<file path="config.mk">
export PLATFORM = sky130hd
export DESIGN_NAME = hsvba_fifo
export DESIGN_NICKNAME = d
export VERILOG_FILES = /design/src/hw/rtl/hsvba_pkg.sv /design/src/hw/rtl/hsvba_fifo.sv
export SDC_FILE = /design/constraint.sdc
export NUM_CORES = 1
export LEC_CHECK = 0
export ABC_AREA = 1
export BUFFER_PORTS_ARGS = -buffer_cell sky130_fd_sc_hd__buf_2
export CAP_MARGIN = 40
export CORE_MARGIN = 2
export CORE_UTILIZATION = 60
export DETAILED_ROUTE_END_ITERATION = 10
export PLACE_DENSITY_LB_ADDON = 0.12
export SYNTH_ARGS = -nofsm -noshare
export SYNTH_HDL_FRONTEND = slang
export SYNTH_SLANG_ARGS = --single-unit
</file>
<file path="constraint.sdc">
create_clock -name clk -period 5 [get_ports clk]
set_input_delay 1.5 -clock clk [delete_from_list [all_inputs] [get_ports clk]]
set_output_delay 1.5 -clock clk [all_outputs]
set_load 0.05 [all_outputs]
</file>
<file path="src/hw/rtl/hsvba_pkg.sv">
`timescale 1ns / 1ps
// shared types and constants for the hsv brightness block
package hsvba_pkg;

	localparam int unsigned ONE_Q16   = 65536;
	localparam int unsigned FIFO_DEPTH = 4;
	localparam logic [9:0]  BRIGHT_RESET = 10'd100;

	typedef enum logic [0:0] {
		REG_BRIGHTNESS = 1'b0,
		REG_GREYSCALE  = 1'b1
	} reg_idx_t;

	// item handed from front to back
	typedef struct packed {
		logic        pass;      // output rgb already final
		logic [7:0]  r;
		logic [7:0]  g;
		logic [7:0]  b;
		logic        fe;
		logic [2:0]  sector;    // 0..5
		logic [7:0]  num;       // hue numerator distance
		logic        neg;       // fraction subtracted from sector base
		logic [7:0]  d;
		logic [7:0]  mx;
	} task_t;

endpackage

</file>
<file path="src/hw/rtl/hsvba_fifo.sv">
`timescale 1ns / 1ps
// short queue between front and back
module hsvba_fifo
	import hsvba_pkg::*;
#(
	parameter int unsigned DEPTH = FIFO_DEPTH
) (
	input  logic  clk,
	input  logic  arst_n,
	input  logic  in_valid,
	output logic  in_ready,
	input  task_t in_data,
	output logic  out_valid,
	input  logic  out_ready,
	output task_t out_data
);
	localparam int unsigned AW = (DEPTH > 1) ? $clog2(DEPTH) : 1;
	task_t mem_q [DEPTH];
	logic [AW-1:0] wp_q, rp_q;
	logic [AW:0] cnt_q;
	logic push, pop;

	assign in_ready  = cnt_q != (AW+1)'(DEPTH);
	assign out_valid = cnt_q != '0;
	assign push = in_valid && in_ready;
	assign pop  = out_valid && out_ready;
	assign out_data = mem_q[rp_q];

	always_ff @(posedge clk or negedge arst_n) begin
		if (!arst_n) begin
			wp_q <= '0; rp_q <= '0; cnt_q <= '0;
		end else begin
			if (push) wp_q <= (wp_q == AW'(DEPTH-1)) ? '0 : wp_q + 1'b1;
			if (pop)  rp_q <= (rp_q == AW'(DEPTH-1)) ? '0 : rp_q + 1'b1;
			cnt_q <= cnt_q + (AW+1)'(push) - (AW+1)'(pop);
		end
	end

	always_ff @(posedge clk) begin
		if (push) mem_q[wp_q] <= in_data;
	end
endmodule

</file>
==> out/metrics.cfg <==
[critical_path]
critPathLaunch = rp_q[0]
critical_path_required_ns = 3.50
crit_family = buffers and inverters
reg2reg_depth = 5
cpPeakStageDelay_ns = 0.67
path_buf_inv = 3
reg2reg_setup_slack_ns = 2.59
crit_end = out_data[3]
critPathSlowestCell = dfrtp_4
cp.depth = 5
critPathArrivalTime_ns = 2.39
crit_chain = buf_16, buf_4, o211ai_1, nand2_1, buf_2
start_kind = register
timing.rr.end = mem_q[1][42]
critPathMaxFanout = 60
end_kind = primary output
r2r-start = cnt_q[1]
critPathKind = register to primary output

[timing]
period_share_pct = 77.78
period_needed_ns = 3.889
hold_violations = 0
skew_ns = 0.008513
setup_viol = 0
worst_pin_slew_ns = 0.8111
clock.fmax_ghz = 0.2572
tns_ns = 0
rsz0062_at_grt = false
maxSlewViolCount = 0
slew_headroom_pct = 45.92

[routing]
drc_errors = 0
vias_per_cell = 5.161
wl_per_cell_um = 16.58
drt_first_pass_iters = 5
dr_total_vias = 5357
first_iter_violations = 303
routed_wl_um = 17210
postRouteAntennaNets = 0

[power_and_ir_drop]
sequentialPowerShare_pct = 34.2
clkPwrFrac_pct = 22.3
ir_drop_v = 0.0004690
power.internal_uw = 4345
power.density_nw_per_um2 = 694.1
p_comb_share_pct = 43.5
p_sw_uw = 3313
switching_share_pct = 43.27
p_leak_uw = 0.004473

[placed_design]
io_buffers = 113
routabilityCongestion = 0.7587
dp_hpwl_um = 10520
place_area_sq_um = 10270
dp_cells = 997

[hold_path]
hold_path.class = register to register

[clock_network]
cts_tree = built
clk_pin_slew_worst_paths_ns = 0.06
insertion_delay_ns = 0.50
cts_resized = 0
cts_made_buffers = 23
clockBufferDepth = 3
clockRootBuffer = clkbuf_16
cts_setup_buffers = 0
cts.sinks = 223
hold_buffers = 0
ctsHtreeMaxLevel = 1

[layout]
utilization_pct = 70.22
num-nets-final = 872
area_growth_syn_to_layout_pct = 15.40
instances_no_fill = 1038
final_area_sq_um = 11030
drive_above_1_share_pct = 35.24
fill_cells = 1090

[die]
fp-row-count = 46
fp.dieW_um = 130.2
die_area_sq_um = 16960
die_y_um = 130.2
ioPinCount = 114
core_area_sq_um = 15710
start_util_pct = 60.85

[outcome]
status = finished clean

[synthesis]
yosys_warnings = 0
avgSynthCellArea_sq_um = 13.92
synthCells = 687
seq_area_frac_synth_pct = 69.68
syn_nets = 753
syn_area_sq_um = 9560
yosysTopAreaCellShare_pct = 67.84
ys_seq_elements = 223
synth_area_leaders = edfxtp_1 68%, o211ai_2 8.5%, nand2_1 4.9%, inv_1 4.8%, nand2_2 3.5%
synth_area_leader_cell = edfxtp_1
synth.distinct_cells = 17

[grt]
antenna_found_initial = 1
overflow = 0
grt_pass1_wl_um = 26740
grt.total_usage_pct = 20.50
grt_max_degree = 61
grt_pass1_vias = 5357

[job]
drv_cap = 0

==> power groups by stage <==
stage / clock network [uW] / registers [uW] / logic [uW]
after floorplan: 0 / 2610 / 2780
after global placement: 0 / 2710 / 3200
after detailed placement: 0 / 2660 / 3350
after CTS: 1730 / 2620 / 3370
after global routing: 1800 / 2650 / 3580
final: 1710 / 2620 / 3330
==> metrics by stage <==
step           total power (uW)  setup WS [ns]  hold slack (ns)
6_report                   7658          1.111           0.5318
5_1_grt                    8031         0.9886           0.5434
4_1_cts                    7724          1.091           0.5406
3_5_place_dp               6016          1.563           0.5283
3_3_place_gp               5911          1.429           0.4873
2_1_floorplan              5394         0.5873           0.4794
==> worst min path at each step <==
stage | cells past startpoint | to | slack (ns) | start
2_1_floorplan | 1 | cnt_q[0] | 0.48 | cnt_q[0]
3_3_place_gp | 1 | cnt_q[0] | 0.49 | cnt_q[0]
3_5_place_dp | 2 | wp_q[1] | 0.53 | wp_q[1]
4_1_cts | 1 | cnt_q[0] | 0.54 | cnt_q[0]
5_1_grt | 1 | cnt_q[0] | 0.54 | cnt_q[0]
6_report | 1 | cnt_q[0] | 0.53 | cnt_q[0]
==> registers in the layout, indices dropped and copies added (netlist names) <==
signal  cells
mem_q     216
wp_q        2
cnt_q       3
rp_q        2
==> cell type report <==
type / count / area [sq um] / area share [%]
diodes: 2 / 5.005 / 0.04536
clock inverters: 15 / 177.7 / 1.610
clock buffers: 24 / 579.3 / 5.251
flip-flops and latches: 223 / 6666 / 60.42
inverters: 122 / 459.2 / 4.162
repair buffers: 129 / 743.2 / 6.736
well taps: 216 / 270.3 / 2.450
multi-input cells: 307 / 2132 / 19.32
==> routing by layer <==
metal	GRT usage (%)	vias to the layer above	part of all wire, %
met2	35.42	131	50
met3	4.674	28	5.7
met1	26.40	2580	43
met4	5.566	0	1.8
li1	-	2618	-
met5	0	-	0
==> Yosys cell counts <==
cell type,instances
edfxtp_1,216
nand2_1,125
inv_1,121
o211ai_2,65
nand2_2,54
o211ai_1,43
buf_2,20
buf_12,8
dfrtp_1,7
ha_1,7
nor2_1,7
nand3_1,5
buf_4,3
buf_8,3
buf_6,1
fa_1,1
inv_2,1
==> cells in the final DEF (no fill, tap or decap), drive strengths merged <==
master / synthesis / layout
dfrtp: 7 / 7
bufinv: 0 / 4
ha: 7 / 7
nand3: 5 / 5
inv: 122 / 122
diode: 0 / 2
buf: 35 / 129
fa: 1 / 1
nor2: 7 / 7
clkinv: 0 / 11
o211ai: 108 / 108
edfxtp: 216 / 216
nand2: 179 / 179
clkbuf: 0 / 24
==> logic make-up (layout without fill, tap and decap cells) <==
kind of cell,count (synthesis),count (layout),synth area share [%]
flops,223,223,69.68
compound gates,108,108,11.88
simple gates,191,191,8.978
buf+inv,157,290,8.337
fa+ha+maj,8,8,1.125
other cells,0,2,0
(Power assumes the default switching activity.)
