### src/hw/rtl/hsvba_pkg.sv
`timescale 1ns / 1ps
// shared types and constants for the hsv brightness block
package hsvba_pkg;

	localparam int unsigned ONE_Q16   = 65536;
	localparam int unsigned FIFO_DEPTH = 4;
	localparam logic [9:0]  BRIGHT_RESET = 10'd100;

	typedef enum logic [0:0] {
		REG_BRIGHTNESS = 1'b0,
		REG_GREYSCALE  = 1'b1
	} reg_idx_t;

	// item handed from front to back
	typedef struct packed {
		logic        pass;      // output rgb already final
		logic [7:0]  r;
		logic [7:0]  g;
		logic [7:0]  b;
		logic        fe;
		logic [2:0]  sector;    // 0..5
		logic [7:0]  num;       // hue numerator distance
		logic        neg;       // fraction subtracted from sector base
		logic [7:0]  d;
		logic [7:0]  mx;
	} task_t;

endpackage

### src/hw/rtl/hsvba_front.sv
`timescale 1ns / 1ps
// front: registers the pixel, handles grey modes and classifies hue sector
module hsvba_front
	import hsvba_pkg::*;
(
	input  logic       clk,
	input  logic       arst_n,
	input  logic       valid,
	output logic       ready,
	input  logic [7:0] red_in,
	input  logic [7:0] green_in,
	input  logic [7:0] blue_in,
	input  logic       frame_end,
	input  logic       grey_en,
	output logic       tvalid,
	input  logic       tready,
	output task_t      tdata
);
	task_t t_c;
	logic [7:0] mx, mn;
	logic [12:0] y;
	logic valid_q;
	task_t data_q;

	always_comb begin
		t_c = '0;
		mx = red_in; mn = red_in;
		if (green_in > mx) mx = green_in;
		if (blue_in > mx)  mx = blue_in;
		if (green_in < mn) mn = green_in;
		if (blue_in < mn)  mn = blue_in;
		y = 13'(red_in) * 13'd11 + {1'b0, green_in, 4'b0} + 13'(blue_in) * 13'd5;
		t_c.fe = frame_end;
		t_c.mx = mx;
		t_c.d  = mx - mn;
		t_c.r = red_in; t_c.g = green_in; t_c.b = blue_in;
		if (grey_en) begin
			t_c.pass = 1'b1;
			t_c.r = y[12:5]; t_c.g = y[12:5]; t_c.b = y[12:5];
		end else if (mx == mn) begin
			t_c.pass = 1'b1;
		end else if (red_in == mx) begin
			if (green_in == mn) begin
				t_c.sector = 3'd5; t_c.num = mx - blue_in; t_c.neg = 1'b0;
			end else begin
				t_c.sector = 3'd1; t_c.num = mx - green_in; t_c.neg = 1'b1;
			end
		end else if (green_in == mx) begin
			if (blue_in == mn) begin
				t_c.sector = 3'd1; t_c.num = mx - red_in; t_c.neg = 1'b0;
			end else begin
				t_c.sector = 3'd3; t_c.num = mx - blue_in; t_c.neg = 1'b1;
			end
		end else begin
			if (red_in == mn) begin
				t_c.sector = 3'd3; t_c.num = mx - green_in; t_c.neg = 1'b0;
			end else begin
				t_c.sector = 3'd5; t_c.num = mx - red_in; t_c.neg = 1'b1;
			end
		end
	end

	assign ready = !valid_q || tready;

	always_ff @(posedge clk or negedge arst_n) begin
		if (!arst_n) begin
			valid_q <= 1'b0;
		end else if (ready) begin
			valid_q <= valid;
		end
	end

	always_ff @(posedge clk) begin
		if (ready && valid) data_q <= t_c;
	end

	assign tvalid = valid_q;
	assign tdata  = data_q;
endmodule

### config.mk
export PLATFORM = sky130hd
export DESIGN_NAME = hsvba_front
export DESIGN_NICKNAME = d
export VERILOG_FILES = /design/src/hw/rtl/hsvba_pkg.sv /design/src/hw/rtl/hsvba_front.sv
export SDC_FILE = /design/constraint.sdc
export NUM_CORES = 1
export LEC_CHECK = 0
export BUFFER_PORTS_ARGS = -buffer_cell sky130_fd_sc_hd__buf_2
export CORE_MARGIN = 2
export CORE_UTILIZATION = 60
export DETAILED_ROUTE_END_ITERATION = 10
export MAX_ROUTING_LAYER = met4
export PLACE_DENSITY = 0.84
export SYNTH_ARGS = -nofsm -noshare
export SYNTH_HDL_FRONTEND = slang
export SYNTH_SLANG_ARGS = --single-unit
### constraint.sdc
create_clock -name clk -period 2.4 [get_ports clk]
set_input_delay 0.24 -clock clk [delete_from_list [all_inputs] [get_ports clk]]
set_output_delay 0.24 -clock clk [all_outputs]
set_load 0.05 [all_outputs]
==> results of run 1 <==
[cell usage after synthesis (all sizes together), types with 3 or more instances]
cell	instances
ha	82
inv	74
edfxtp	54
a21oi	44
o21ai	44
nor2	38
fa	29
xor2	24
xnor2	23
nand2	22
a21o	18
mux2i	16
clkbuf	15
nand4	15
a221oi	12
nor3	12
nand2b	10
a211oi	9
nand3	9
nor2b	9
buf	6
o211ai	5
o21a	5
o21bai	5
a211o	4
a31oi	4
mux2	4
o221ai	4
and2	3
and3	3
and4	3
o211a	3
or2	3
or3	3
[cells by family after synthesis]
family,Yosys count
AOI/OAI and AO/OA,184
xor gates and xnor gates,49
adders and majority gates,113
buffers and inverters,96
DFF,55
muxes,20
and+or+nand+nor,136
[metrics by stage]
step	worst slack, ns	hold slack [ns]	std cells	setup TNS [ns]	area, sq um
after CTS	-2.594	0.09685	1114	-81.28	9733
after detailed placement	-3.210	0.01851	1062	-111.16	8625
after global placement	-2.925	0.01510	1062	-103.14	8625
after floorplan	-3.116	-0.05559	653	-90.03	6596
[timing repair]
action / CTS
endpoints found under the hold margin: 1
hold buffers: 1
gates resized for setup: 142
pin swaps: 68
buffers inserted: 43
gates cloned: 3
setup endpoints to repair: 53
==> impl_metrics.ini, run 1 <==
[clock_network]
cts_num_sinks = 55
cts_buffers = 5
htreeDepth = 2
cts_buffer_depth = 2
root_buffer = clkbuf_8

[synthesis]
post-synth-top-area-cell = edfxtp_1
netlist_instances = 653
synth-seq-cells = 55
ys.warnings.count = 0
synth_compound_area_frac = 0.2077
yosysSeqAreaShare = 0.2598
synth_edf_count = 54
synthSimpleGateAreaFrac = 0.1117
synth_top_family_by_area = adder cells
yosys.area_share.xor_xnor = 0.07205
syn_avg_cell_area_sq_um = 9.707
synth.area.top_cells = edfxtp_1, ha_1, fa_1, inv_1, a21oi_1
synth_area_sq_mm = 0.006339
synthArstFlopShare = 0.01818
yosysTopAreaCellShare = 0.2558
synthAdderAreaFrac = 0.2568
muxShareOfSynthArea = 0.03296
synthFlopType = edfxtp_1
ys_types = 82
synth_nets = 794

[die]
io_pins = 86
die_x_microns = 106.8
start_util = 0.6168
row_count = 37
fp.dieH_microns = 106.8

[placement]
place_congestion = 1.045
port_buffers = 85
dp_hpwl_microns = 18600

[grt]
grt_max_degree = 37

[sta]
worst-ep-kind = register input
grt_repair_worst_endpoint = tdata[24]$_SDFFCE_PP0P_/D

[status]
failing_step = global routing
toolErrorMsg = [ERROR DPL-0038] Utilization greater than 100%, impossible to legalize
outcome = did not finish
==> inputs of run 2 (changes only) <==
- CORE_UTILIZATION: 60 -> 40
- MAX_ROUTING_LAYER: met4 -> unset
- PLACE_DENSITY: 0.84 -> unset
- PLACE_DENSITY_LB_ADDON: unset -> 0.15
==> run 2 against run 1 <==
The flow now finishes, with violations (negative setup slack). Area after synthesis stayed put. Synthesized cell count stayed put.
==> impl_metrics.ini, run 2 <==
[status]
outcome = finished, violations left
failed_checks = negative setup slack

[die]
die-area_sq_mm = 0.01687
die_x_microns = 129.9
row_count = 46
start_util = 0.4034
fp.dieH_microns = 129.9
core-area_sq_mm = 0.01571
io_pins = 86

[synthesis]
yosysTopAreaCellShare = 0.2558
yosysMostFrequentCell = ha_1
netlist_instances = 653
synthArstFlopShare = 0.01818
ys.warnings.count = 0
synth_edf_count = 54
ys_top_cells_by_count = ha_1, inv_1, edfxtp_1, a21oi_1, o21ai_0
synthSimpleGateAreaFrac = 0.1117
post-synth-top-area-cell = edfxtp_1
synth-seq-cells = 55
synth_nets = 794
yosys.area_share.xor_xnor = 0.07205
muxShareOfSynthArea = 0.03296
synth_top_family_by_area = adder cells
synth_area_sq_mm = 0.006339
synthAdderAreaFrac = 0.2568
synthFlopType = edfxtp_1
yosysSeqAreaShare = 0.2598
synth_compound_area_frac = 0.2077
syn_avg_cell_area_sq_um = 9.707
synth.area.top_cells = edfxtp_1, ha_1, fa_1, inv_1, a21oi_1
ys_types = 82

[detailed_routing]
viasPerCell = 5.385
wl_per_cell_microns = 20.58
drtIter0Drc = 362
finalWirelength_microns = 25140
firstDrtPassIters = 5
via_count = 6580
ant_nets = 0
drc = 0

[clock_network]
cts_buffers = 5
cts_tree = yes
cts_num_sinks = 55
cts_buffer_depth = 2
insertion_delay_ns = 0.32
clk_pin_slew_worst_paths_ns = 0.08
htreeDepth = 2
root_buffer = clkbuf_16

[grt]
groute.usage.overall = 0.2992
grt_max_degree = 55
grt_pass1_wl_microns = 37870
grt_pass1_vias = 6814
antenna_found_initial = 0
grt.overflow.total = 0

[sta]
tightest_slew_ns = 0.5442
timing.fmax_mhz = 188.3
slew_headroom = 0.6366
finalMaxSlewViolations = 0
finClkSkew_ns = 0.01276
fin_tns_setup_ns = -87.29
grt_setup_unrepaired = yes
period_share = 2.213
finalHoldViolations = 0
setup_ws_ns = -2.911
fin_crit_ns = 5.311
setup_viol = 53

[setup_path]
end_kind = register
required_ns = 2.47
arrival_ns = 5.38
path_class = input pin to register
startpoint = green_in[5]
crit_path_max_incr_delay_ns = 0.30
worstPathMaxFanout = 5
reg2reg_to = tdata[37]
r2r-start = tvalid
crit_path_start_kind = input pin
r2r_setup_slack_ns = 1.10
crit_end = tdata[24]
reg2reg_depth = 3
slowest_stage = ha_1

[placement]
place_congestion = 0.9444
dp_hpwl_microns = 18490
port_buffers = 85
place_inst = 1143

[cells_and_area]
fin_nets = 1146
final_common_cell = buf_4
diodes = 0
area_growth_pct = 65.04
layout_common_cells = buf_4, buf_2, inv_1, ha_1, edfxtp_1
largest_register_ff_count = 54
finalNonFillerCells = 1222
postLayoutCoreUtil = 0.6658
drive_gt1_frac = 0.5507

[pwr]
p_leak_nw = 4.826
p_per_area_mw_per_mm2 = 887.5
peakVddDrop_uv = 911.6

[hold_path]
hold_start = frame_end
hold_class = input pin to register

[flow_run]
max_cap_viol_count = 0
run 2: cell type report:
type	count	area, sq um
inverter	75	286.5
multi-input combinational	504	5336
clock buffer	5	125.1
sequential	55	1647
timing repair buffer	364	2776
fill	1280	5251
tap	216	270.3
clock inverter	3	20.02
run 2: critical path: cells and delay by family:
family / cells / cell delay [ns]
simple gates: 8 / 1.25
buf+inv: 4 / 0.50
fa+ha+maj: 3 / 0.77
compound gates: 13 / 2.41
xor+xnor: 1 / 0.22
run 2: what timing repair did:
| item | in CTS | in global routing |
|---|---|---|
| gates resized for setup | 136 | 87 |
| hold buffers | 1 | 0 |
| cloned | 3 | 0 |
| endpoints found under the setup margin | 53 | 53 |
| pin swaps | 78 | 80 |
| buffers inserted | 53 | 20 |
| hold endpoints to repair | 1 | 0 |
run 2: cells by family (layout without fill, tap and decap cells):
logic type,count (synthesis),after routing
xor+xnor,49,49
mux,20,20
compound gates,184,184
flops,55,55
fa+ha+maj,113,113
buf+inv,96,447
simple gates,136,138
run 2: report_power, final:
part | leakage [nW] | switching (W) | total [W] | internal (W)
logic | 4.23 | 0.00372 | 0.00704 | 0.00332
clock network | 0.0658 | 0.000388 | 0.000775 | 0.000387
registers | 0.530 | 0.0000454 | 0.00147 | 0.00142
total | 4.83 | 0.00415 | 0.00928 | 0.00513
run 2: through the flow:
stage,hold WS (ns),area [sq um],power (W),setup WS (ns)
floorplan,-0.05559,6596,0.004929,-3.116
global placement,0.01558,8745,0.006835,-3.051
detailed placement,0.01893,8745,0.006940,-3.111
CTS,0.1014,9955,0.008707,-2.698
global route,0.1081,10460,0.009873,-3.096
finish,0.1076,10460,0.009284,-2.911
run 2: how the worst min path moves through the flow:
stage	slack [ns]	cells past startpoint	endpoint
floorplan	-0.06	0	tvalid
global placement	0.02	1	tvalid
detailed placement	0.02	1	tvalid
CTS	0.10	1	tdata[28]
global route	0.11	1	tdata[28]
finish	0.11	1	tdata[28]
run 2: routing by layer:
layer  up-vias  wire length, microns  global-route usage
met2       216                 12060              0.5038
li1       3112                     -                   -
met3        42                  1461             0.05043
met5         -                     0                   0
met4         0                   841              0.1075
met1      3210                 10780              0.3885
(Power assumes the default switching activity.)
==> inputs of run 3 (changes only) <==
- CORE_ASPECT_RATIO: unset -> 0.8
==> run 3 against run 2 <==
The run still ends with negative setup slack left. Sequential power about the same. Largest power group unchanged. Critical path depth increased by 1. Clock power increased by 4.1%. Global-route usage about the same. Worst setup slack improved by 0.18 ns. Non-clock buffer count increased by 1. Die area about the same. Sequential share of layout area decreased by 0.066 points.
==> impl_metrics.ini, run 3 (synthesis results as in run 2) <==
[status]
outcome = finished, violations left
failed_checks = negative setup slack

[flow_run]
max_cap_viol_count = 0

[detailed_routing]
viasPerCell = 5.405
drtIter0Drc = 429
drc = 0
ant_nets = 0
finalWirelength_microns = 25080
firstDrtPassIters = 7
wl_per_cell_microns = 20.51
via_count = 6610

[clock_network]
cts_tree = yes
cts_buffer_depth = 2
htreeDepth = 2
cts_num_sinks = 55
clk_pin_slew_worst_paths_ns = 0.10
insertion_delay_ns = 0.32
cts_buffers = 5
root_buffer = clkbuf_16

[grt]
grt_pass1_wl_microns = 37570
antenna_found_initial = 0
grt.overflow.total = 0
grt_pass1_vias = 6761
grt_max_degree = 55
groute.usage.overall = 0.2993

[setup_path]
path_class = input pin to register
reg2reg_to = tdata[49]
startpoint = red_in[5]
path_common_cell = buf_6
end_kind = register
reg2reg_depth = 3
worstPathMaxFanout = 5
crit_path_start_kind = input pin
required_ns = 2.49
slowest_stage = a311o_2
r2r_setup_slack_ns = 1.13
arrival_ns = 5.22
r2r-start = tvalid
crit_path_max_incr_delay_ns = 0.45

[die]
fp.dieH_microns = 116.6
core-area_sq_mm = 0.01565
row_count = 41
io_pins = 86
start_util = 0.4051
die_x_microns = 144.7
die-area_sq_mm = 0.01688

[pwr]
finalPower_w = 0.009258
p_leak_nw = 4.847
peakVddDrop_uv = 622.7
p_per_area_mw_per_mm2 = 881.3

[cells_and_area]
regArea_sq_mm = 0.001647
layout_common_cells = buf_4, buf_2, ha_1, inv_1, edfxtp_1
largest_register_ff_count = 54
multi_input_area_sq_mm = 0.005375
fin_nets = 1148
diodes = 0
fillers = 1247
final_common_cell = buf_4
drive_gt1_frac = 0.5575
area_growth_pct = 65.73

[hold_path]
hold_start = frame_end
min_to = tdata[28]
hold_class = input pin to register
holdPathStages = 1

[sta]
period_share = 2.140
grt_setup_unrepaired = yes
finalHoldViolations = 0
finClkSkew_ns = 0.02307
timing.fmax_mhz = 194.7
finalMaxSlewViolations = 0
slew_headroom = 0.6426
fin_tns_setup_ns = -85.81
setup_ws_ns = -2.736
tightest_slew_ns = 0.5351
fin_crit_ns = 5.136
setup_viol = 53

[placement]
port_buffers = 85
place_congestion = 0.9573
dp_hpwl_microns = 18540
==> run 3: cell types whose count changed in the layout (fill, tap and decap cells not counted), sizes merged <==
cell      delta
clkinv       -2
inv          +2
buf          +1
clkbuf       +1
clkinvlp     -1
o21a         +1
==> run 3: critical path: cells and delay by family <==
family / cells / cell delay [ns]
compound gates: 7 / 1.64
fa+ha+maj: 3 / 0.61
buf+inv: 9 / 0.87
mux: 1 / 0.26
simple gates: 10 / 1.58
==> run 3: how the worst max path moves through the flow <==
stage	endpoint	slack, ns	depth (start not counted)
after floorplan	tdata[24]	-3.12	31
after global placement	tdata[24]	-3.10	27
after detailed placement	tdata[24]	-3.22	27
after CTS	tdata[24]	-2.61	31
after global routing	tdata[21]	-2.91	30
final	tdata[21]	-2.74	30
==> run 3: layout make-up <==
class	instances	area share
Tap cell	215	0.02561
Multi-Input combinational cell	505	0.5117
Inverter	75	0.02727
Clock inverter	2	0.001548
Timing Repair Buffer	365	0.2649
Clock buffer	6	0.01227
Sequential cell	55	0.1567
==> run 3: what timing repair did <==
| action | 4_1_cts | 5_1_grt |
|---|---|---|
| setup endpoints to repair | 53 | 53 |
| resized for setup | 137 | 100 |
| buffers inserted | 35 | 34 |
| hold buffers | 1 | 0 |
| pin swaps | 68 | 72 |
| hold endpoints to repair | 1 | 0 |
| gates cloned | 3 | 0 |
==> run 3: layer usage <==
metal	global-route usage	wire length, microns	vias to the layer above
li1	-	-	3117
met1	0.4093	11250	3195
met2	0.4692	11370	234
met3	0.05289	1478	64
met4	0.1256	980	0
met5	0	0	-
==> run 3: through the flow <==
step	instance area, sq um	utilization	instances	hold WS, ns	setup slack, ns
after floorplan	6596	-	653	-0.05559	-3.116
after global placement	8748	0.5591	1146	0.01519	-3.095
after detailed placement	8748	0.5591	1146	0.01947	-3.216
after CTS	9826	0.6280	1192	0.1013	-2.609
after global routing	10510	0.6714	1223	0.09668	-2.908
final	10510	0.6714	1223	0.1081	-2.736
==> run 3: where the power goes <==
part           switching (W)  internal [W]  leakage, nW
clock               0.000413      0.000394       0.0675
combinational        0.00371       0.00327         4.25
sequential         0.0000443       0.00142        0.530
==> inputs of run 4 (changes only) <==
- clock period: 2.4 -> 5.65 ns (I/O delays scaled with it)
==> run 4 against run 3 <==
The run now ends clean. Clock power is 58% lower. Register-to-register slack better by 2.9 ns. Worst setup slack better by 3.0 ns. Critical path type unchanged. Largest power group unchanged. Highest routed layer unchanged.
==> impl_metrics.ini, run 4 (synthesis results as in run 2) <==
[sta]
slew_headroom = 0.5117
tightest_slew_ns = 0.7260
setup_viol = 0
finClkSkew_ns = 0.01403
grt_setup_unrepaired = yes
finalHoldViolations = 0
period_share = 0.9598
finalMaxSlewViolations = 0
fin_crit_ns = 5.423
setup_ws_ns = 0.2273
timing.fmax_mhz = 184.4

[placement]
port_buffers = 85
place_congestion = 0.9246
dp_hpwl_microns = 16930
place_ws_ns = -0.1813

[setup_path]
worstPathMaxFanout = 7
crit_path_start_kind = input pin
arrival_ns = 5.56
required_ns = 5.79
cp_top_family = simple AND/OR/NAND/NOR gates
crit_buf_inv = 5
slowest_stage = or3_1
reg2reg_to = tdata[33]
end_kind = register
r2r-start = tvalid
path_class = input pin to register
crit_path_max_incr_delay_ns = 0.42
reg2reg_depth = 3
r2r_setup_slack_ns = 4.05

[cells_and_area]
drive_gt1_frac = 0.3170
diodes = 0
largest_register_ff_count = 54
final_common_cell = buf_4
layout_common_cells = buf_4, buf_2, ha_1, inv_1, edfxtp_1
fin_nets = 979
area_growth_pct = 29.59
fillers = 1454

[die]
io_pins = 86
die-area_sq_mm = 0.01688
start_util = 0.4051
row_count = 41
fp.dieH_microns = 116.6
core-area_sq_mm = 0.01565
die_x_microns = 144.7

[detailed_routing]
drc = 0
firstDrtPassIters = 5
finalWirelength_microns = 21510
drtIter0Drc = 534
wl_per_cell_microns = 20.40
ant_nets = 0
viasPerCell = 5.557
via_count = 5857

[pwr]
p_leak_nw = 3.804
finalPower_w = 0.003067
p_per_area_mw_per_mm2 = 373.4
peakVddDrop_uv = 159.3

[clock_network]
insertion_delay_ns = 0.32
cts_hold_buf = 0
cts_tree = yes
cts_num_sinks = 55
clk_pin_slew_worst_paths_ns = 0.09
htreeDepth = 2
cts_buffer_depth = 2
cts_buffers = 5
root_buffer = clkbuf_16

[status]
outcome = complete, no violations

[hold_path]
hold_class = input pin to asynchronous set/reset pin

[grt]
grt.overflow.total = 0
antenna_found_initial = 0
groute.usage.overall = 0.2602
grt_pass1_vias = 5711
grt_pass1_wl_microns = 32620
grt_max_degree = 55

[flow_run]
max_cap_viol_count = 0
run 4: changes by cell type in the layout (fill, tap and decap cells not counted), sizes merged:
cell,delta
buf,-166
clkbuf,-1
clkinv,+2
clkinvlp,-1
dlygate4sd3,-1
o21a,-1
or3,-1
run 4: what timing repair did:
item / CTS / global route
resized for setup: 0 / 23
buffers inserted: 0 / 9
setup endpoints to repair: 0 / 9
run 4: through the flow:
stage	util	cell area [sq um]	setup TNS [ns]	std cells	hold WS, ns
final	0.5250	8214	0	1054	0.01132
after detailed placement	0.5029	7869	-0.6543	1036	0.3417
after CTS	0.5124	8016	0	1044	0.008598
after global routing	0.5250	8214	-0.08334	1054	0.005604
after floorplan	-	6541	-1.001	653	0.2694
after global placement	0.5029	7869	-0.2347	1036	0.3396
run 4: layer usage:
metal	wire [microns]	GRT usage	vias to the layer above	share of wire
met3	1656	0.05412	42	0.077
met1	10030	0.3686	2801	0.47
li1	-	-	2770	-
met5	0	0	-	0
met4	512	0.07055	0	0.024
met2	9310	0.4050	244	0.43
run 4: area by class of cell:
cell class	count	area, sq um	area share
clock buffer	5	125.1	0.01523
clock inverter	3	22.52	0.002742
inverter	75	286.5	0.03488
multi-input combinational	503	4574	0.5569
sequential	55	1647	0.2005
tap	215	269.0	0.03275
timing repair buffer	198	1290	0.1570
run 4: power by group:
part | total [W] | leakage, nW | internal, W | switching [W]
registers | 0.000624 | 0.530 | 0.000605 | 0.0000189
clock network | 0.000342 | 0.0742 | 0.000167 | 0.000175
logic | 0.00210 | 3.20 | 0.000832 | 0.00127
run 4: worst max path at each step:
stage,endpoint,from,slack [ns],depth (start not counted)
3_5_place_dp,tdata[24],red_in[5],-0.18,31
2_1_floorplan,tdata[24],red_in[5],-0.19,31
6_report,tdata[16],red_in[6],0.23,26
3_3_place_gp,tdata[21],red_in[5],-0.10,22
4_1_cts,tdata[24],red_in[5],0.09,31
5_1_grt,tdata[24],red_in[4],-0.06,30
